<file path="config.mk">
export PLATFORM = sky130hd
export DESIGN_NAME = slogev_ram
export DESIGN_NICKNAME = d
export VERILOG_FILES = /design/src/hw/rtl/slogev_ram.sv
export SDC_FILE = /design/constraint.sdc
export NUM_CORES = 2
export LEC_CHECK = 0
export ABC_AREA = 0
export BUFFER_PORTS_ARGS = -buffer_cell sky130_fd_sc_hd__buf_2
export CAP_MARGIN = 20
export CORE_ASPECT_RATIO = 1.75
export CORE_UTILIZATION = 44
export CTS_CLUSTER_SIZE = 14
export DETAILED_ROUTE_END_ITERATION = 8
export GPL_TIMING_DRIVEN = 0
export HOLD_SLACK_MARGIN = 0.1
export SYNTH_ARGS = -nofsm -noshare
export SYNTH_HDL_FRONTEND = slang
export SYNTH_SLANG_ARGS = --single-unit
</file>
<file path="constraint.sdc">
create_clock -name clk -period 8.5 [get_ports clk]
set_clock_uncertainty 0.15 [all_clocks]
set_input_delay 0.85 -clock clk [delete_from_list [all_inputs] [get_ports clk]]
set_output_delay 0.85 -clock clk [all_outputs]
set_load 0.02 [all_outputs]
</file>
<file path="src/hw/rtl/slogev_ram.sv">
// ----------------------------------------------------------------------------
// slogev_ram
// Generic single-write, single-read RAM with registered read data.
// ----------------------------------------------------------------------------
module slogev_ram #(
    parameter int WIDTH = 32,
    parameter int DEPTH = 64
) (
    input  logic                                   clk,
    input  logic                                   wen,
    input  logic [(DEPTH > 1 ? $clog2(DEPTH) : 1)-1:0] waddr,
    input  logic [WIDTH-1:0]                       wdata,
    input  logic [(DEPTH > 1 ? $clog2(DEPTH) : 1)-1:0] raddr,
    output logic [WIDTH-1:0]                       rdata
);

    logic [WIDTH-1:0] mem [DEPTH];

    always_ff @(posedge clk)
    begin
        if (wen)
        begin
            mem[waddr] <= wdata;
        end
        rdata <= mem[raddr];
    end

endmodule

</file>
* Yosys cells after proc, flatten, opt, wreduce, memory -nomap -nowiden
Memory sizes are Yosys's and may differ from the RTL's. A register that Yosys moved wholly into a read port is not among the register bits. Index checks and enable logic that the tools add are counted. Widths: inputs -> output; s select.
Storage, ports and cells: register bits 0, memory bits (writable) 2048, input bits 46, output and inout port bits 32, word-level logic and storage cells 3, memories kept 1
Memories:
- mem | words 64, width 32, read ports 1, clocked after memory_dff 1, write ports 1, RTL line 17 | logic [WIDTH-1:0] mem [DEPTH];
Operators by class: mux-type cells 2
Operator list (count):
- $mux 1 | 2

* Longest topological paths before layout
depth in word-level cells 2, mapped depth 10, mapped depth without buffers 5

* Worst setup path before layout
No wires, ideal clock.
path type input to register, from input port waddr[3] (netlist bit), to memory mem[48][0], enable pin, library setup time 0.461 ns, data arrival time 3.549 ns, data required time 7.889 ns, slack 4.340 ns, stages on the path 4, path buffers 1, cell sequence clkbuf_1 -> nor2b_1 -> nand4b_1 -> nor3_1
RTL lines:
- from (decl) | RTL line 11 | input logic [(DEPTH > 1 ? $clog2(DEPTH) : 1)-1:0] waddr,
- to (decl) | RTL line 17
Straight into the memory's write port.

==> impl_metrics.py <==
metrics = {
    "clocking": {
        "cts-root-buf": "clkbuf_16",
        "clk_pin_slew_ns": 0.06,
        "cts_post_setup_buffers_inserted": 0,
        "htree_levels": 4,
        "cts_buffers": 191,
        "cts_sinks": 2080,
        "cts_tree": "yes",
        "cts_resized": 0,
        "cts.path.max_buffers": 4,
        "insertion_delay_ns": 0.84,
        "postCtsHoldBufs": 0,
    },
    "floorplan": {
        "core-area_um2": 176900,
        "fp.dieW_um": 321.3,
        "die-area_um2": 180200,
        "die_h_um": 560.8,
        "ios": 78,
        "initial_core_util_pct": 44.39,
        "rows": 204,
    },
    "setup_path": {
        "arrival_ns": 4.87,
        "critPathTopFamily": "buffers and inverters",
        "required_ns": 9.06,
        "cp_slowest_stage_delay_ns": 0.82,
        "cp-end-kind": "register",
        "worstPathCellList": "buf_2 -> buf_2 -> buf_2 -> buf_1 -> mux4_2 -> o22ai_1 -> nor2_1 -> a21oi_1 -> nor2_1",
        "cp.buffers_inverters": 4,
        "worstSetupPathType": "input pin to register",
        "crit_path_start_kind": "input pin",
        "cp_max_fo": 10,
        "path_common_cell": "buf_2",
        "slowest_stage": "buf_1",
    },
    "synth": {
        "synth_area_leaders": "edfxtp_1 (78%), mux4_2 (16%), mux2i_1 (1.2%)",
        "yosys.area_share.xor_xnor_pct": 0,
        "yosysMostFrequentCell": "edfxtp_1",
        "synthDistinctLibCells": 34,
        "yosys_warnings": 0,
        "muxShareOfSynthArea_pct": 16.79,
        "synthSimpleGateAreaFrac_pct": 1.265,
        "synth_top_area_share_pct": 78.33,
        "avgSynthCellArea_um2": 23.62,
        "syn_inst": 3324,
        "ys_seq_area_share_pct": 79.14,
        "synth-compound-area-share_pct": 1.673,
        "netlist_area_um2": 78520,
        "synth_edf_count": 2048,
        "ys.flop_type": "edfxtp_1",
        "ys_top_cells_by_count": "edfxtp_1 (2048), mux4_2 (544), nor2_1 (137), mux2i_1 (93), o22ai_1 (84)",
        "syn-num-nets": 3370,
        "synth_top_family_by_area": "multiplexers",
        "synth_area_leader_cell": "edfxtp_1",
        "yosys.area_share.adder_pct": 0,
        "async_flop_share_pct": 0,
        "synth-seq-cells": 2080,
    },
    "place": {
        "gp_congestion": 0.9366,
        "numPortBuffers": 69,
        "dp_hpwl_um": 165700,
        "dp_slack_ns": 3.393,
    },
    "global_routing": {
        "grt_usage_pct": 27.40,
        "grt_overflow": 0,
        "antenna_found_initial": 19,
        "grt_pass1_vias": 38780,
        "gr-usage-met1_pct": 31.90,
        "met3_usage_pct": 4.259,
        "grtUsageMet2_pct": 46.43,
        "busiest_layer": "met2",
        "grt_max_degree": 65,
        "grt_pass1_wl_um": 328400,
    },
    "timing": {
        "maxSlewViolCount": 0,
        "rsz0062_at_grt": "false",
        "fin_crit_ns": 4.317,
        "max-slew-margin-rel_pct": 13.32,
        "worst_pin_slew_ns": 1.300,
        "final.setup.tns_ns": 0,
        "finalSetupViolCount": 0,
        "fmax_mhz": 231.6,
        "setup_slack_ns": 4.183,
        "period_share_pct": 50.79,
        "hold_violations": 0,
    },
    "final_layout": {
        "nNetsFinal": 3758,
        "areaGrowthSynthToFinish_pct": 15.09,
        "drive_above_1_share_pct": 29.29,
    },
    "pwr": {
        "p_per_area_nw_per_um2": 229.7,
        "totalPowerFinal_uw": 20760,
        "irDropWorstVdd_mv": 0.1387,
        "leakage_uw": 0.02793,
    },
    "drt": {
        "drt.antenna.violating_nets": 0,
        "first_iter_violations": 5123,
        "via_per_inst": 6.224,
        "drt_wl_total_um": 245600,
        "dr_total_vias": 38720,
        "firstDrtPassIters": 6,
        "remaining_drc_errors": 0,
        "wl_per_cell_um": 39.48,
    },
    "hold_path": {
        "holdCritPathClass": "input pin to register",
    },
    "run": {
        "max_cap_viol_count": 0,
    },
    "status": {
        "status": "finished clean",
    },
}
-- cells by family after synthesis --
family / Yosys count
flip-flops: 2080
AO/OA/AOI/OAI: 202
buffers and inverters: 182
AND/OR/NAND/NOR: 223
multiplexers: 637
-- worst reg2reg max path: cells and delay by family, from the launching register on --
kind	cells	cell delay (ns)
AND/OR/NAND/NOR	1	0.23
flip-flops	1	0.38
AO/OA/AOI/OAI	1	0.77
multiplexers	2	1.06
-- placed cells by master, fill, tap and decap left out, drive strengths merged, types with 5 or more instances in the layout --
cell	instances
edfxtp	2048
mux4	544
clkbuf	325
buf	303
nor2	137
mux2i	93
o22ai	84
clkinv	65
a21oi	62
dfxtp	32
o221ai	27
nand2	26
nor2b	15
a22oi	12
diode	8
nand2b	8
a311oi	8
nor3	7
nand3b	5
nand3	5
bufinv	5
or3b	5
-- power by group --
part | internal [µW] | leakage [µW] | switching, µW | total (µW)
logic | 426 | 0.00650 | 889 | 1320
clock network | 4370 | 0.00274 | 3700 | 8070
registers | 11300 | 0.0187 | 20.5 | 11400
total | 16100 | 0.0279 | 4610 | 20800
-- path summary, 6_finish.rpt --
path | to | start | slack, ns | cells past startpoint
max | rdata[27] | raddr[1] | 4.18 | 9
min | mem[33][17] | wdata[17] | 0.19 | 1
max reg2reg | rdata[16] | mem[16][16] | 5.74 | 4
min reg2reg | rdata[20] | mem[28][20] | 0.88 | 4
-- per-layer routing --
layer,up-vias,wire length [µm]
li1,15030,-
met1,20980,82040
met2,2132,124500
met3,561,18590
met4,20,20400
met5,-,117
-- registers in the layout, indices dropped and copies added (netlist names) --
name / flops
mem: 2048
rdata: 32
-- per-stage QoR --
stage               hold WS [ns]  instance area (µm²)  instances  utilization [%]
floorplan                 0.5132                78520       3324                -
global placement          0.8676                81820       5762            46.26
detailed placement        0.8463                84530       5879            47.79
CTS                       0.2703                90150       6204            50.97
global route              0.1746                90350       6214            51.08
finish                    0.1870                90360       6221            51.09
-- cell type report --
class	count	area, µm²
Fill cell	13600	86520
Sequential cell	2080	62140
Multi-Input combinational cell	1062	15970
Clock buffer	251	5121
Tap cell	2369	2964
Timing Repair Buffer	195	2758
Buffer	182	889.6
Clock inverter	74	506.7
Antenna cell	8	20.02
No activity file was read; power rests on OpenSTA's default activity.
